==> src/gir_pkg.sv <==
// ---------------------------------------------------------------------------
// gir_pkg - gamepad input remap package
// Transaction types, unit table entry layout, level codes and hat decode.
// ---------------------------------------------------------------------------
`default_nettype none

package gir_pkg;

  // defaults for the top-level parameters
  localparam int GIR_NUM_UNITS   = 16;
  localparam int GIR_BUTTON_BITS = 64;
  localparam int GIR_NUM_AXES    = 8;
  localparam int GIR_ANALOG_FULL = 255;

  // hardware table depth (entry_index is 4 bits)
  localparam int TABLE_DEPTH = 16;

  localparam logic FUNC_LOAD  = 1'b0;
  localparam logic FUNC_XLATE = 1'b1;

  localparam logic ROLE_DIGITAL = 1'b0;
  localparam logic ROLE_ANALOG  = 1'b1;

  localparam logic [1:0] SRC_NONE   = 2'd0;
  localparam logic [1:0] SRC_BUTTON = 2'd1;
  localparam logic [1:0] SRC_AXIS   = 2'd2;
  localparam logic [1:0] SRC_HAT    = 2'd3;

  localparam logic [1:0] LVLC_HIGH = 2'd0;
  localparam logic [1:0] LVLC_MID  = 2'd1;
  localparam logic [1:0] LVLC_LOW  = 2'd2;

  localparam logic [7:0] LVL_HIGH = 8'd255;
  localparam logic [7:0] LVL_MID  = 8'd128;
  localparam logic [7:0] LVL_LOW  = 8'd0;

  // possible spans between two distinct levels
  localparam logic [7:0] SPAN_HIGH_LOW = 8'd255;
  localparam logic [7:0] SPAN_MID_LOW  = 8'd128;
  localparam logic [7:0] SPAN_HIGH_MID = 8'd127;

  // floor(x/127) = (x * RECIP_127) >> RECIP_SHIFT for x below 2^15
  localparam logic [15:0] RECIP_127   = 16'd33027;
  localparam int          RECIP_SHIFT = 22;

  typedef struct packed {
    logic        func;
    logic [3:0]  entry_index;
    logic        entry_role;
    logic [1:0]  entry_source_type;
    logic [5:0]  entry_source_number;
    logic [1:0]  entry_on_level;
    logic [1:0]  entry_off_level;
    logic [1:0]  entry_hat_direction;
    logic [63:0] report_buttons;
    logic [63:0] report_axes;
    logic [3:0]  report_hat;
  } in_item_t;

  typedef struct packed {
    logic [3:0] unit_index;
    logic       role;
    logic       pressed;
    logic [7:0] level;
    logic       level_valid;
    logic       last;
  } out_item_t;

  // 15-bit unit table word
  typedef struct packed {
    logic [1:0] hat_dir;
    logic [1:0] off_level;
    logic [1:0] on_level;
    logic [5:0] source_number;
    logic [1:0] source_type;
    logic       role;
  } unit_entry_t;

  function automatic logic [7:0] level_of(input logic [1:0] code);
    logic [7:0] lv;
    case (code)
      LVLC_MID: lv = LVL_MID;
      LVLC_LOW: lv = LVL_LOW;
      default:  lv = LVL_HIGH;
    endcase
    return lv;
  endfunction

  // direction mask per hat code: bit0 left, bit1 right, bit2 up, bit3 down
  function automatic logic hat_match(input logic [3:0] hat, input logic [1:0] dir);
    logic [3:0] mask;
    case (hat)
      4'd0:    mask = 4'h4;
      4'd1:    mask = 4'h6;
      4'd2:    mask = 4'h2;
      4'd3:    mask = 4'hA;
      4'd4:    mask = 4'h8;
      4'd5:    mask = 4'h9;
      4'd6:    mask = 4'h1;
      4'd7:    mask = 4'h5;
      default: mask = 4'h0;
    endcase
    return mask[dir];
  endfunction

endpackage

`default_nettype wire

==> src/gamepad_input_remap_top.sv <==
// ---------------------------------------------------------------------------
// gamepad_input_remap_top - gamepad report remapper
// Unit table in a synchronous memory, walked one entry per cycle through a
// two-stage evaluation pipe that turns raw report data into logical controls.
// ---------------------------------------------------------------------------
// Usage: raise start with a transaction on in_item while busy is low. A load
// transaction (func 0) writes one unit table entry and gives
// no result. A translate transaction (func 1) captures the report and walks
// entries 0 .. N-1, N being units_in_use capped at the table depth; results
// appear on out_item for exactly one cycle each, marked by out_strobe, one per
// cycle, the first after entry 0 passes the table read, both evaluation stages
// and the result register, with last set on the final one. The receiver cannot
// stall, so it must take every strobed result. busy stays high while entries
// of a translate are read, one per cycle through the table's single read port,
// and while the two evaluation stages drain. A translate with N of zero gives
// no result and frees the block at once. Nothing is taken while rst_n is low.
// units_in_use must be written through cfg_we/cfg_wdata only while the block
// is idle; the block does not enforce it. Unit table entries are undefined
// until loaded; walking an unloaded entry gives an arbitrary result.
// ---------------------------------------------------------------------------
`default_nettype none

module gamepad_input_remap_top
  import gir_pkg::*;
#(
  parameter int NUM_UNITS   = GIR_NUM_UNITS,
  parameter int BUTTON_BITS = GIR_BUTTON_BITS,
  parameter int NUM_AXES    = GIR_NUM_AXES,
  parameter int ANALOG_FULL = GIR_ANALOG_FULL
) (
  input  wire logic      clk,
  input  wire logic      rst_n,
  input  wire logic      start,
  output logic           busy,
  input  wire in_item_t  in_item,
  output logic           out_strobe,
  output out_item_t      out_item,
  input  wire logic      cfg_we,
  input  wire logic [4:0] cfg_wdata
);

  // table depth actually used, and widths that follow from it
  localparam int DEPTH = (NUM_UNITS < TABLE_DEPTH) ? NUM_UNITS : TABLE_DEPTH;
  localparam int AW    = (DEPTH > 1) ? $clog2(DEPTH) : 1;
  localparam int CW    = $clog2(DEPTH + 1);

  localparam logic [7:0]  FULL8  = 8'(ANALOG_FULL);
  localparam logic [15:0] FULL16 = 16'(ANALOG_FULL);

  // ---------------- configuration ----------------
  logic [4:0] units_in_use_r;

  always_ff @(posedge clk) begin
    if (!rst_n) begin
      units_in_use_r <= '0;
    end else if (cfg_we) begin
      units_in_use_r <= cfg_wdata;
    end
  end

  // ---------------- accept ----------------
  logic          acc;
  logic          load_acc;
  logic          xlate_acc;
  logic [CW-1:0] lim_w;

  assign acc       = rst_n && start && !busy;
  assign load_acc  = acc && (in_item.func == FUNC_LOAD);
  assign xlate_acc = acc && (in_item.func == FUNC_XLATE);
  assign lim_w     = (32'(units_in_use_r) < DEPTH) ? CW'(units_in_use_r) : CW'(DEPTH);

  // ---------------- unit table ----------------
  unit_entry_t unit_mem [2**AW];
  unit_entry_t entry_w;
  unit_entry_t rd_data_r;

  assign entry_w = '{hat_dir:       in_item.entry_hat_direction,
                     off_level:     in_item.entry_off_level,
                     on_level:      in_item.entry_on_level,
                     source_number: in_item.entry_source_number,
                     source_type:   in_item.entry_source_type,
                     role:          in_item.entry_role};

  // ---------------- walk sequencer ----------------
  logic          rd_act_r;
  logic [AW-1:0] cnt_r;
  logic [CW-1:0] lim_r;
  logic          rd_last;

  assign rd_last = (CW'(cnt_r) + CW'(1)) == lim_r;

  always_ff @(posedge clk) begin
    if (load_acc && (32'(in_item.entry_index) < DEPTH)) begin
      unit_mem[in_item.entry_index[AW-1:0]] <= entry_w;
    end
    if (rd_act_r) begin
      rd_data_r <= unit_mem[cnt_r];
    end
  end

  // report held for the whole walk
  logic [63:0] rep_buttons_r;
  logic [63:0] rep_axes_r;
  logic [3:0]  rep_hat_r;

  always_ff @(posedge clk) begin
    if (xlate_acc) begin
      rep_buttons_r <= in_item.report_buttons;
      rep_axes_r    <= in_item.report_axes;
      rep_hat_r     <= in_item.report_hat;
      lim_r         <= lim_w;
    end
  end

  always_ff @(posedge clk) begin
    if (!rst_n) begin
      rd_act_r <= 1'b0;
      cnt_r    <= '0;
    end else if (xlate_acc) begin
      rd_act_r <= (lim_w != '0);
      cnt_r    <= '0;
    end else if (rd_act_r) begin
      cnt_r <= cnt_r + AW'(1);
      if (rd_last) begin
        rd_act_r <= 1'b0;
      end
    end
  end

  // ---------------- stage 1: decode entry ----------------
  logic          s1_vld_r;
  logic [AW-1:0] s1_idx_r;
  logic          s1_last_r;

  always_ff @(posedge clk) begin
    if (!rst_n) begin
      s1_vld_r <= 1'b0;
    end else begin
      s1_vld_r <= rd_act_r;
    end
  end

  always_ff @(posedge clk) begin
    if (rd_act_r) begin
      s1_idx_r  <= cnt_r;
      s1_last_r <= rd_last;
    end
  end

  logic       btn;
  logic       hat;
  logic [7:0] axv;
  logic [7:0] on_v;
  logic [7:0] off_v;
  logic [7:0] dist_on;
  logic [7:0] dist_off;
  logic       up;
  logic       dir_ok;
  logic [7:0] mag;
  logic [7:0] span;
  logic       s1_pressed;
  logic       s1_valid;
  logic [7:0] s1_level;
  logic       s1_div;

  always_comb begin
    btn   = (32'(rd_data_r.source_number) < BUTTON_BITS) ?
            rep_buttons_r[rd_data_r.source_number] : 1'b0;
    axv   = (32'(rd_data_r.source_number) < NUM_AXES) ?
            rep_axes_r[{rd_data_r.source_number[2:0], 3'b000} +: 8] : 8'd0;
    hat   = hat_match(rep_hat_r, rd_data_r.hat_dir);
    on_v  = level_of(rd_data_r.on_level);
    off_v = level_of(rd_data_r.off_level);

    dist_on  = (on_v > axv)  ? (on_v - axv)  : (axv - on_v);
    dist_off = (off_v > axv) ? (off_v - axv) : (axv - off_v);

    up = on_v > off_v;
    if (up) begin
      dir_ok = axv > off_v;
      mag    = axv - off_v;
      span   = on_v - off_v;
    end else begin
      dir_ok = axv < off_v;
      mag    = off_v - axv;
      span   = off_v - on_v;
    end

    s1_pressed = 1'b0;
    s1_valid   = 1'b0;
    s1_level   = 8'd0;
    s1_div     = 1'b0;
    if (rd_data_r.role == ROLE_DIGITAL) begin
      case (rd_data_r.source_type)
        SRC_BUTTON: s1_pressed = btn;
        SRC_AXIS:   s1_pressed = dist_off > dist_on;
        SRC_HAT:    s1_pressed = hat;
        default:    s1_pressed = 1'b0;
      endcase
    end else begin
      s1_valid = rd_data_r.source_type != SRC_NONE;
      case (rd_data_r.source_type)
        SRC_BUTTON: s1_level = btn ? FULL8 : 8'd0;
        SRC_HAT:    s1_level = hat ? FULL8 : 8'd0;
        SRC_AXIS:   s1_div   = (on_v != off_v) && dir_ok;
        default:    s1_level = 8'd0;
      endcase
    end
  end

  // ---------------- stage 2: axis scaling ----------------
  logic          s2_vld_r;
  logic [AW-1:0] s2_idx_r;
  logic          s2_last_r;
  logic          s2_role_r;
  logic          s2_pressed_r;
  logic          s2_valid_r;
  logic [7:0]    s2_level_r;
  logic          s2_div_r;
  logic [7:0]    s2_mag_r;
  logic [7:0]    s2_span_r;
  logic [15:0]   s2_prod_r;

  always_ff @(posedge clk) begin
    if (!rst_n) begin
      s2_vld_r <= 1'b0;
    end else begin
      s2_vld_r <= s1_vld_r;
    end
  end

  always_ff @(posedge clk) begin
    if (s1_vld_r) begin
      s2_idx_r     <= s1_idx_r;
      s2_last_r    <= s1_last_r;
      s2_role_r    <= rd_data_r.role;
      s2_pressed_r <= s1_pressed;
      s2_valid_r   <= s1_valid;
      s2_level_r   <= s1_level;
      s2_div_r     <= s1_div;
      s2_mag_r     <= mag;
      s2_span_r    <= span;
      s2_prod_r    <= 16'(mag) * FULL16;
    end
  end

  logic [16:0] q255_sum;
  logic [31:0] q127_prod;
  logic [7:0]  quot;
  logic [7:0]  lvl_out;

  always_comb begin
    q255_sum  = 17'(s2_prod_r) + 17'd1 + 17'(s2_prod_r[15:8]);
    q127_prod = 32'(s2_prod_r) * 32'(RECIP_127);
    case (s2_span_r)
      SPAN_HIGH_LOW: quot = q255_sum[15:8];
      SPAN_MID_LOW:  quot = s2_prod_r[14:7];
      default:       quot = q127_prod[RECIP_SHIFT +: 8];
    endcase
    if (!s2_div_r) begin
      lvl_out = s2_level_r;
    end else if (s2_mag_r >= s2_span_r) begin
      lvl_out = FULL8;     // saturates at full scale
    end else begin
      lvl_out = quot;
    end
  end

  // ---------------- result register ----------------
  always_ff @(posedge clk) begin
    if (!rst_n) begin
      out_strobe <= 1'b0;
    end else begin
      out_strobe <= s2_vld_r;
    end
  end

  always_ff @(posedge clk) begin
    if (s2_vld_r) begin
      out_item <= '{unit_index:  4'(s2_idx_r),
                    role:        s2_role_r,
                    pressed:     s2_pressed_r,
                    level:       lvl_out,
                    level_valid: s2_valid_r,
                    last:        s2_last_r};
    end
  end

  assign busy = rd_act_r || s1_vld_r || s2_vld_r;

  // ---------------- assertions ----------------
  a_idle_no_strobe: assert property (@(posedge clk) disable iff (!rst_n)
    !busy |=> !out_strobe)
    else $error("result strobed while idle");

  a_walk_starts: assert property (@(posedge clk) disable iff (!rst_n)
    (xlate_acc && (lim_w != '0)) |=> rd_act_r)
    else $error("translate did not start table walk");

  a_last_gap: assert property (@(posedge clk) disable iff (!rst_n)
    (out_strobe && out_item.last) |=> !out_strobe)
    else $error("result follows last of a transaction");

  a_valid_analog: assert property (@(posedge clk) disable iff (!rst_n)
    (out_strobe && out_item.level_valid) |-> (out_item.role == ROLE_ANALOG))
    else $error("level valid on digital result");

  a_digital_level: assert property (@(posedge clk) disable iff (!rst_n)
    (out_strobe && (out_item.role == ROLE_DIGITAL)) |-> (out_item.level == 8'd0))
    else $error("digital result with non-zero level");

  a_analog_pressed: assert property (@(posedge clk) disable iff (!rst_n)
    (out_strobe && (out_item.role == ROLE_ANALOG)) |-> !out_item.pressed)
    else $error("analog result marked pressed");

endmodule

`default_nettype wire
==> config.mk <==
export PLATFORM = sky130hd
export DESIGN_NAME = gamepad_input_remap_top
export DESIGN_NICKNAME = d
export VERILOG_FILES = /design/src/gir_pkg.sv /design/src/gamepad_input_remap_top.sv
export SDC_FILE = /design/constraint.sdc
export NUM_CORES = 1
export LEC_CHECK = 0
export ABC_AREA = 1
export ABC_CLOCK_PERIOD_IN_PS = 6880
export BUFFER_PORTS_ARGS = -buffer_cell sky130_fd_sc_hd__buf_2
export CORE_UTILIZATION = 40
export CTS_CLUSTER_DIAMETER = 80
export DETAILED_ROUTE_END_ITERATION = 8
export GPL_TIMING_DRIVEN = 0
export PLACE_DENSITY = 0.66
export SLEW_MARGIN = 30
export SYNTH_ARGS = -nofsm -noshare
export SYNTH_HDL_FRONTEND = slang
export SYNTH_SLANG_ARGS = --single-unit
==> constraint.sdc <==
create_clock -name clk -period 6.88 [get_ports clk]
set_clock_uncertainty 0.2 [all_clocks]
set_input_delay 0.344 -clock clk [delete_from_list [all_inputs] [get_ports clk]]
set_output_delay 0.344 -clock clk [all_outputs]
set_load 0.1 [all_outputs]
==> results of run 1 <==
through the flow:
step	total power [W]	util (%)	hold slack, ns
2_1_floorplan	0.006678	-	0.2003
3_3_place_gp	0.007641	43.53	0.2049
3_5_place_dp	0.007696	43.96	0.2102
4_1_cts	0.01039	49.35	0.006047
5_1_grt	0.01123	49.69	0.04414
6_report	0.01044	49.69	0.04367
cell type report:
type | count | area share (%)
Sequential cell | 466 | 45.17
Multi-Input combinational cell | 1495 | 32.02
Timing Repair Buffer | 365 | 9.091
Clock buffer | 65 | 4.304
Inverter | 310 | 3.863
Tap cell | 837 | 3.421
Buffer | 67 | 1.226
Clock inverter | 26 | 0.8461
Antenna cell | 7 | 0.05722
metal layers:
layer,vias up,track usage (%)
met3,155,3.500
met1,9085,26.30
met5,-,0
met4,0,8.293
li1,9011,-
met2,695,37.44
cell usage in the layout, fill, tap and decap left out, types with 12 or more instances in the layout:
cell type      Yosys  layout
clkbuf_1          37      44
nor2_4             2      17
nand2_1          410     407
dlygate4sd3_1      0     160
dfxtp_1           17      14
inv_1            300     295
ha_1             186     179
nor2_1           144     127
o21ai_1            7      12
nor3_1            15      14
fa_1              33      33
clkbuf_16          0      50
o211ai_1          69      69
a21oi_1          155     151
xnor2_1           15      15
buf_2             21     194
nand3_1          133     132
o21ai_0          146     138
xor2_1            25      24
mux2i_1           61      61
nand4_1           13      13
edfxtp_1         449     449
buf_4              7      27
clkinv_1           3      12
worst min-delay path: stages:
cell and delay (ns):
buf_2 0.11, clkbuf_1 0.21, nand2_1 0.11, inv_1 0.03
logic make-up (layout without fill, tap and decap cells):
logic type / Yosys count / after routing / share of synthesized area [%]
AND/OR/NAND/NOR: 743 / 743 / 12.56
XOR/XNOR: 40 / 40 / 1.408
buffers and inverters: 380 / 833 / 6.005
other: 0 / 7 / 0
adder cells (fa/ha/maj): 219 / 219 / 12.01
multiplexers: 62 / 62 / 2.500
AO/OA/AOI/OAI: 431 / 431 / 9.944
flip-flops: 466 / 466 / 55.57
timing repair:
item	4_1_cts	5_1_grt
setup endpoints to repair	10	7
resized for setup	31	32
hold endpoints to repair	381	0
pin swaps	6	8
setup buffers	11	10
hold buffers	160	0
gates cloned	0	0
flip-flops by register name, indices dropped and copies added, names as in the netlist, 3 cells and up, named ones only:
| register | cells |
|---|---|
| s1_idx_r | 4 |
| out_item | 16 |
| units_in_use_r | 5 |
| cnt_r | 4 |
| unit_mem | 240 |
| lim_r | 5 |
| rep_axes_r | 64 |
| s2_span_r | 3 |
| s2_idx_r | 4 |
| rep_buttons_r | 64 |
| rd_data_r | 15 |
| rep_hat_r | 4 |
| s2_mag_r | 8 |
| s2_prod_r | 15 |
path summary, 6_finish.rpt:
kind / startpoint / end / slack (ns) / cells past startpoint
setup / recovery: rd_data_r[3]$_DFFE_PP_ / s2_prod_r[15]$_DFFE_PP_ / 0.29 / 32
hold / removal: rst_n / s2_vld_r$_SDFF_PN0_ / 0.04 / 4
setup reg to reg: rd_data_r[3]$_DFFE_PP_ / s2_prod_r[15]$_DFFE_PP_ / 0.29 / 32
hold reg to reg: s2_idx_r[2]$_DFFE_PP_ / out_item[14]$_DFFE_PP_ / 0.22 / 0
power by group:
group	internal, W	switching (W)
logic	0.00174	0.00266
registers	0.00335	0.0000812
clock network	0.00148	0.00112
==> flow_metrics.py, run 1 <==
metrics = {
    "cells_and_area": {
        "design_area_um2": 30610,
        "seqCellArea_um2": 13830,
        "nFillCells": 5395,
        "nets": 3135,
        "multi_input_area_um2": 9802,
        "layoutNonFillerInstCount": 3638,
        "syn_to_final_growth_pct": 23.05,
        "drive_above_1_share_pct": 13.92,
    },
    "worst_setup_path": {
        "slowest_stage": "fa_1",
        "crit_type": "reg2reg",
        "worstPathMaxFanout": 10,
        "crit_path_max_incr_delay_ns": 0.54,
        "startpoint_type": "flop",
        "cp.required_ns": 7.02,
        "critPathBufInv": 9,
        "cp_common_cell": "inv_1",
        "end_kind": "flop",
        "crit_family": "adder cells",
        "cp.arrival_ns": 6.74,
    },
    "floorplan": {
        "io_pins": 179,
        "coreArea_um2": 61600,
        "rows": 91,
        "start_util_pct": 40.39,
        "fp.dieW_um": 251.4,
        "die_h_um": 251.4,
        "fp.dieArea_um2": 63190,
    },
    "route": {
        "drc": 0,
        "wirelength_met1_um": 27590,
        "via_count": 18950,
        "ant_nets": 0,
        "dr.pass1.iters": 5,
        "vias_per_cell": 5.208,
        "post_drt_wl_per_cell_um": 18.75,
        "met2_length_um": 34030,
        "topRoutingLayerUsed": "met4",
        "dr.first_iter.drc_count": 1591,
        "wirelength_um": 68210,
        "wl_met3_um": 4184,
    },
    "clocking": {
        "tritoncts": "done",
        "cts_sinks": 466,
        "clk-insertion-delay-late_ns": 0.60,
        "max-clock-path-buffers": 3,
        "clk_pin_slew_worst_paths_ns": 0.06,
        "htreeDepth": 2,
        "clock-root-buffer": "clkbuf_16",
        "numCtsBuffers": 50,
    },
    "synth": {
        "syn-num-nets": 2721,
        "async_reset_ff_share_pct": 0,
        "synth-seq-cells": 466,
        "syn_area_per_cell_um2": 10.63,
        "synth_area_leader_cell": "edfxtp_1",
        "yosysMostFrequentCell": "edfxtp_1",
        "synth-edff-count": 449,
        "synth_top_cell_area_share_pct": 54.20,
        "synth_cell_types": 50,
        "ys.warnings.count": 0,
        "synth_seq_area_share_pct": 55.57,
        "ys.flop_type": "edfxtp_1",
        "synth_area_um2": 24880,
        "synthTopCellsByArea": "edfxtp_1 54%, ha_1 9.4%, nand2_1 6.2%, inv_1 4.5%, a21oi_1 3.1%",
        "yosys-top-cells-count": "449 x edfxtp_1, 410 x nand2_1, 300 x inv_1, 186 x ha_1, 155 x a21oi_1",
        "synthCells": 2341,
    },
    "timing": {
        "setup_violations": 0,
        "slew_viol_final": 0,
        "setup_ws_ns": 0.2854,
        "fin_setup_tns_ns": 0,
        "final_hold_viol_count": 0,
        "fin_crit_sh_pct": 95.85,
        "worst_pin_slew_ns": 0.8097,
        "period_needed_ns": 6.595,
        "max-slew-margin-rel_pct": 45.82,
        "fmax_ghz": 0.1516,
    },
    "global_routing": {
        "grt_pass1_vias": 19110,
        "antenna_found_initial": 7,
        "grt_overflow": 0,
        "grt_pass1_wl_um": 104600,
        "track_usage_pct": 21.38,
        "grt_max_degree": 85,
    },
    "place": {
        "gp_congestion": 0.9148,
        "dp_cells": 3362,
        "dp_slack_ns": -1.120,
        "placedInstanceArea_um2": 27080,
        "hpwl_um": 47000,
        "port_buffers": 178,
    },
    "job": {
        "max_cap_viol_count": 0,
    },
    "status": {
        "outcome": "finished clean",
    },
    "power": {
        "leakagePower_nw": 12.59,
        "ir_worst_vdd_uv": 471.4,
        "p_per_area_nw_per_um2": 341.1,
    },
    "worst_hold_path": {
        "hold_class": "in2reg",
    },
}
No activity file was read; power rests on OpenSTA's default activity.
==> inputs of run 2 (changes only) <==
--- a/config.mk
+++ b/config.mk
@@ -8,6 +8,7 @@
 export ABC_AREA = 1
 export ABC_CLOCK_PERIOD_IN_PS = 6880
 export BUFFER_PORTS_ARGS = -buffer_cell sky130_fd_sc_hd__buf_2
+export CORE_ASPECT_RATIO = 0.9
 export CORE_UTILIZATION = 40
 export CTS_CLUSTER_DIAMETER = 80
 export DETAILED_ROUTE_END_ITERATION = 8
==> flow_metrics.py, run 2 (same netlist as run 1, synthesis figures left out) <==
metrics = {
    "timing": {
        "worst_pin_slew_ns": 0.8789,
        "final_hold_viol_count": 0,
        "setup_violations": 0,
        "fin_crit_sh_pct": 95.26,
        "max-slew-margin-rel_pct": 41.32,
        "holdWs_ns": 0.1868,
        "slew_viol_final": 0,
        "period_needed_ns": 6.554,
        "fmax_ghz": 0.1526,
    },
    "power": {
        "leakagePower_nw": 12.61,
        "p_total_w": 0.01077,
        "p_per_area_nw_per_um2": 351.7,
        "ir_worst_vdd_uv": 517.5,
    },
    "global_routing": {
        "antenna_found_initial": 7,
        "track_usage_pct": 21.76,
        "grt_pass1_wl_um": 106000,
        "grt_overflow": 0,
        "grt_max_degree": 77,
        "grt_pass1_vias": 19140,
    },
    "clocking": {
        "clk_pin_slew_worst_paths_ns": 0.06,
        "max-clock-path-buffers": 3,
        "tritoncts": "done",
        "numCtsBuffers": 48,
        "cts_sinks": 466,
        "clock-root-buffer": "clkbuf_16",
        "htreeDepth": 2,
        "clk-insertion-delay-late_ns": 0.60,
    },
    "cells_and_area": {
        "final_common_cell": "edfxtp_1",
        "nets": 3136,
        "syn_to_final_growth_pct": 23.03,
        "design_area_um2": 30610,
        "mostFrequentLayoutCells": "449 x edfxtp_1, 405 x nand2_1, 296 x inv_1",
        "drive_above_1_share_pct": 14.18,
        "largest_register_ffs": 240,
        "layoutNonFillerInstCount": 3590,
        "nFillCells": 5365,
    },
    "worst_setup_path": {
        "cp.required_ns": 7.01,
        "cp.arrival_ns": 6.68,
        "crit_type": "reg2reg",
        "worstPathMaxFanout": 10,
        "end_kind": "flop",
        "crit_path_max_incr_delay_ns": 0.55,
        "slowest_stage": "fa_1",
        "startpoint_type": "flop",
        "cp_common_cell": "nor2_1",
    },
    "place": {
        "dp_cells": 3316,
        "gp_congestion": 0.9039,
        "hpwl_um": 48190,
        "port_buffers": 178,
        "placedInstanceArea_um2": 27000,
    },
    "floorplan": {
        "io_pins": 179,
        "fp.dieArea_um2": 63190,
        "die_h_um": 238.6,
        "fp.dieW_um": 264.9,
        "start_util_pct": 40.56,
        "rows": 86,
        "coreArea_um2": 61330,
    },
    "route": {
        "ant_nets": 0,
        "wirelength_um": 69340,
        "vias_per_cell": 5.304,
        "drc": 0,
        "dr.first_iter.drc_count": 1558,
        "dr.pass1.iters": 6,
        "via_count": 19040,
        "post_drt_wl_per_cell_um": 19.31,
    },
    "job": {
        "max_cap_viol_count": 0,
    },
    "worst_hold_path": {
        "hold_class": "in2reg",
    },
    "status": {
        "outcome": "finished clean",
    },
}
run 2: worst paths after layout:
path | start | to | slack, ns | depth (start not counted)
worst min-delay path | rst_n | s2_vld_r$_SDFF_PN0_ | 0.19 | 4
worst min register to register | s2_role_r$_DFFE_PP_ | out_item[11]$_DFFE_PP_ | 0.21 | 0
worst max-delay path | rd_data_r[3]$_DFFE_PP_ | s2_prod_r[12]$_DFFE_PP_ | 0.33 | 28
worst max register to register | rd_data_r[3]$_DFFE_PP_ | s2_prod_r[12]$_DFFE_PP_ | 0.33 | 28
run 2: worst max-delay path, delay by kind of cell, from the launching register on:
family	cells	cell delay [ns]
compound gates	5	0.84
xor+xnor	2	0.27
fa+ha+maj	6	2.54
flops	1	0.42
simple gates	8	1.12
buf+inv	7	0.89
run 2: cell type report:
cell class              instances  area [µm²]  share of cell area (%)
flip-flops and latches        466       13830                   45.17
multi-input cells            1495        9874                   32.26
repair buffers                368        2785                   9.100
clock buffers                  59        1252                   4.092
inverters                     310        1176                   3.843
well taps                     792       991.0                   3.238
plain buffers                  67       364.1                   1.190
clock inverters                27       321.6                   1.051
diodes                          6       15.01                 0.04906
run 2: power breakdown:
part / switching [W] / internal, W / leakage, nW
registers: 0.0000778 / 0.00335 / 4.21
clock network: 0.00111 / 0.00153 / 0.766
logic: 0.00280 / 0.00190 / 7.63
total: 0.00399 / 0.00678 / 12.6
run 2: stage by stage:
step                utilization, %  worst slack [ns]  TNS [ns]
floorplan                        -            0.3835         0
global placement             43.63            -1.167    -7.583
detailed placement           44.03           -0.8787    -4.981
CTS                          49.37         0.0001528         0
global route                 49.90          -0.04764  -0.05402
finish                       49.90            0.3264         0
run 2: what timing repair did:
action	CTS	global route
gates cloned	0	0
gates resized for setup	25	39
hold buffers	157	0
hold endpoints to repair	375	0
endpoints found under the setup margin	9	7
pin swaps	4	13
buffers inserted	12	16
run 2: routing by layer:
layer	wire (µm)	track usage [%]
met1	29280	28.58
met2	33470	36.84
met3	4496	2.977
met4	2092	7.655
met5	0	0
==> inputs of run 3 (changes only) <==
--- a/config.mk
+++ b/config.mk
@@ -7,7 +7,7 @@
 export LEC_CHECK = 0
 export ABC_AREA = 1
 export ABC_CLOCK_PERIOD_IN_PS = 6880
-export BUFFER_PORTS_ARGS = -buffer_cell sky130_fd_sc_hd__buf_2
+export BUFFER_PORTS_ARGS = -buffer_cell sky130_fd_sc_hd__buf_4
 export CORE_ASPECT_RATIO = 0.9
 export CORE_UTILIZATION = 40
 export CTS_CLUSTER_DIAMETER = 80
==> flow_metrics.py, run 3 (same netlist as run 1, synthesis figures left out) <==
metrics = {
    "cells_and_area": {
        "fin_util_pct": 50.71,
        "design_area_um2": 31100,
        "nFillCells": 5335,
        "syn_to_final_growth_pct": 25.04,
        "multi_input_area_um2": 9829,
        "final_common_cell": "edfxtp_1",
        "nets": 3139,
        "drive_above_1_share_pct": 14.30,
        "mostFrequentLayoutCells": "449 x edfxtp_1, 407 x nand2_1, 295 x inv_1",
        "seqCellArea_um2": 13830,
        "layoutNonFillerInstCount": 3596,
        "largest_register_ffs": 240,
    },
    "place": {
        "dp_slack_ns": -0.8698,
        "placedInstanceArea_um2": 27440,
        "hpwl_um": 48040,
        "dp_cells": 3316,
        "port_buffers": 178,
        "gp_congestion": 0.8874,
    },
    "clocking": {
        "htreeDepth": 2,
        "tritoncts": "done",
        "clk_pin_slew_worst_paths_ns": 0.06,
        "clock-root-buffer": "clkbuf_16",
        "max-clock-path-buffers": 3,
        "cts_sinks": 466,
        "clk-insertion-delay-late_ns": 0.59,
        "numCtsBuffers": 49,
    },
    "route": {
        "vias_per_cell": 5.305,
        "dr.first_iter.drc_count": 1608,
        "post_drt_wl_per_cell_um": 19.38,
        "via_count": 19080,
        "drc": 0,
        "dr.pass1.iters": 8,
        "wirelength_um": 69680,
        "ant_nets": 0,
    },
    "timing": {
        "rsz0062_at_grt": "false",
        "worst_pin_slew_ns": 0.9318,
        "fin_crit_sh_pct": 95.41,
        "setup_ws_ns": 0.3159,
        "period_needed_ns": 6.564,
        "setup_violations": 0,
        "max-slew-margin-rel_pct": 37.80,
        "slew_viol_final": 0,
        "final_hold_viol_count": 0,
        "fmax_ghz": 0.1523,
    },
    "global_routing": {
        "grt_pass1_wl_um": 107100,
        "track_usage_pct": 21.98,
        "antenna_found_initial": 5,
        "grt_max_degree": 77,
        "grt_pass1_vias": 19340,
        "grt_overflow": 0,
    },
    "worst_setup_path": {
        "cp.arrival_ns": 6.69,
        "r2r_slack_ns": 0.32,
        "worstReg2RegStart": "rd_data_r[3]$_DFFE_PP_",
        "cp.required_ns": 7.00,
        "worstPathMaxFanout": 10,
        "worstReg2RegEnd": "s2_prod_r[15]$_DFFE_PP_",
        "r2r_cells": 30,
        "startpoint_type": "flop",
        "crit_type": "reg2reg",
        "end_kind": "flop",
        "slowest_stage": "fa_1",
        "crit_path_max_incr_delay_ns": 0.54,
    },
    "floorplan": {
        "die_h_um": 238.6,
        "fp.dieArea_um2": 63190,
        "fp.dieW_um": 264.9,
        "rows": 86,
        "start_util_pct": 40.56,
        "io_pins": 179,
        "coreArea_um2": 61330,
    },
    "power": {
        "ir_worst_vdd_uv": 643.1,
        "leakagePower_nw": 12.79,
        "p_total_w": 0.01080,
        "p_per_area_nw_per_um2": 347.2,
    },
    "worst_hold_path": {
        "whs_endpoint": "s1_vld_r$_SDFF_PN0_",
        "worstHoldStart": "rst_n",
        "hold_depth": 4,
        "hold_class": "in2reg",
    },
    "status": {
        "outcome": "finished clean",
    },
    "job": {
        "max_cap_viol_count": 0,
    },
}
run 3: changes by cell type in the layout (fill, tap and decap cells not counted), sizes merged:
cell      delta
clkbuf       -3
clkinv       +4
clkinvlp     +3
bufinv       +1
buf          +1
run 3: per-layer routing:
layer	GRT usage (%)	part of all wire, %	wire, µm
met5	0	0	0
met4	7.602	3.1	2144
met3	3.574	7.4	5132
met2	37.56	49	33880
met1	28.28	41	28520
run 3: layout make-up:
type	instances	area share, %
timing repair buffer	370	10.41
inverter	310	3.793
antenna	6	0.04827
clock inverter	35	1.283
sequential	466	44.45
buffer	67	1.219
tap	792	3.186
multi-input combinational	1495	31.60
clock buffer	55	4.014
run 3: critical path, delay by kind of cell (launching register included):
family / cells / cell delay (ns)
AOI/OAI and AO/OA: 7 / 1.22
and+or+nand+nor: 7 / 0.80
xor gates and xnor gates: 2 / 0.24
buffers and inverters: 8 / 1.12
adders and majority gates: 6 / 2.32
DFF: 1 / 0.37
run 3: worst max-delay path by stage:
stage | start | endpoint | slack [ns] | depth (start not counted)
after floorplan | rd_data_r[3]$_DFFE_PP_ | s2_prod_r[15]$_DFFE_PP_ | 0.38 | 28
after global placement | rd_data_r[4]$_DFFE_PP_ | s2_prod_r[15]$_DFFE_PP_ | -1.18 | 27
after detailed placement | rd_data_r[5]$_DFFE_PP_ | s2_prod_r[15]$_DFFE_PP_ | -0.87 | 24
after CTS | rd_data_r[3]$_DFFE_PP_ | s2_prod_r[15]$_DFFE_PP_ | 0.007 | 27
after global routing | rd_data_r[3]$_DFFE_PP_ | s2_prod_r[15]$_DFFE_PP_ | 0.02 | 35
final | rd_data_r[3]$_DFFE_PP_ | s2_prod_r[15]$_DFFE_PP_ | 0.32 | 30
run 3: metrics by stage:
step                hold slack (ns)  setup TNS (ns)
finish                       0.1479               0
detailed placement           0.2045          -4.674
floorplan                    0.2003               0
global route                 0.1846               0
CTS                          0.1505               0
global placement             0.2023          -7.731
run 3: what timing repair did:
action / CTS / global route
setup endpoints to repair: 9 / 7
resized for setup: 31 / 38
buffers inserted: 9 / 21
hold endpoints to repair: 381 / 0
hold buffers: 157 / 0
pin swaps: 6 / 12
cloned: 0 / 0
run 3: where the power goes:
| part | switching (W) | total, W | internal [W] |
|---|---|---|---|
| Combinational | 0.00276 | 0.00466 | 0.00189 |
| Clock | 0.00113 | 0.00271 | 0.00158 |
| Sequential | 0.0000794 | 0.00343 | 0.00335 |
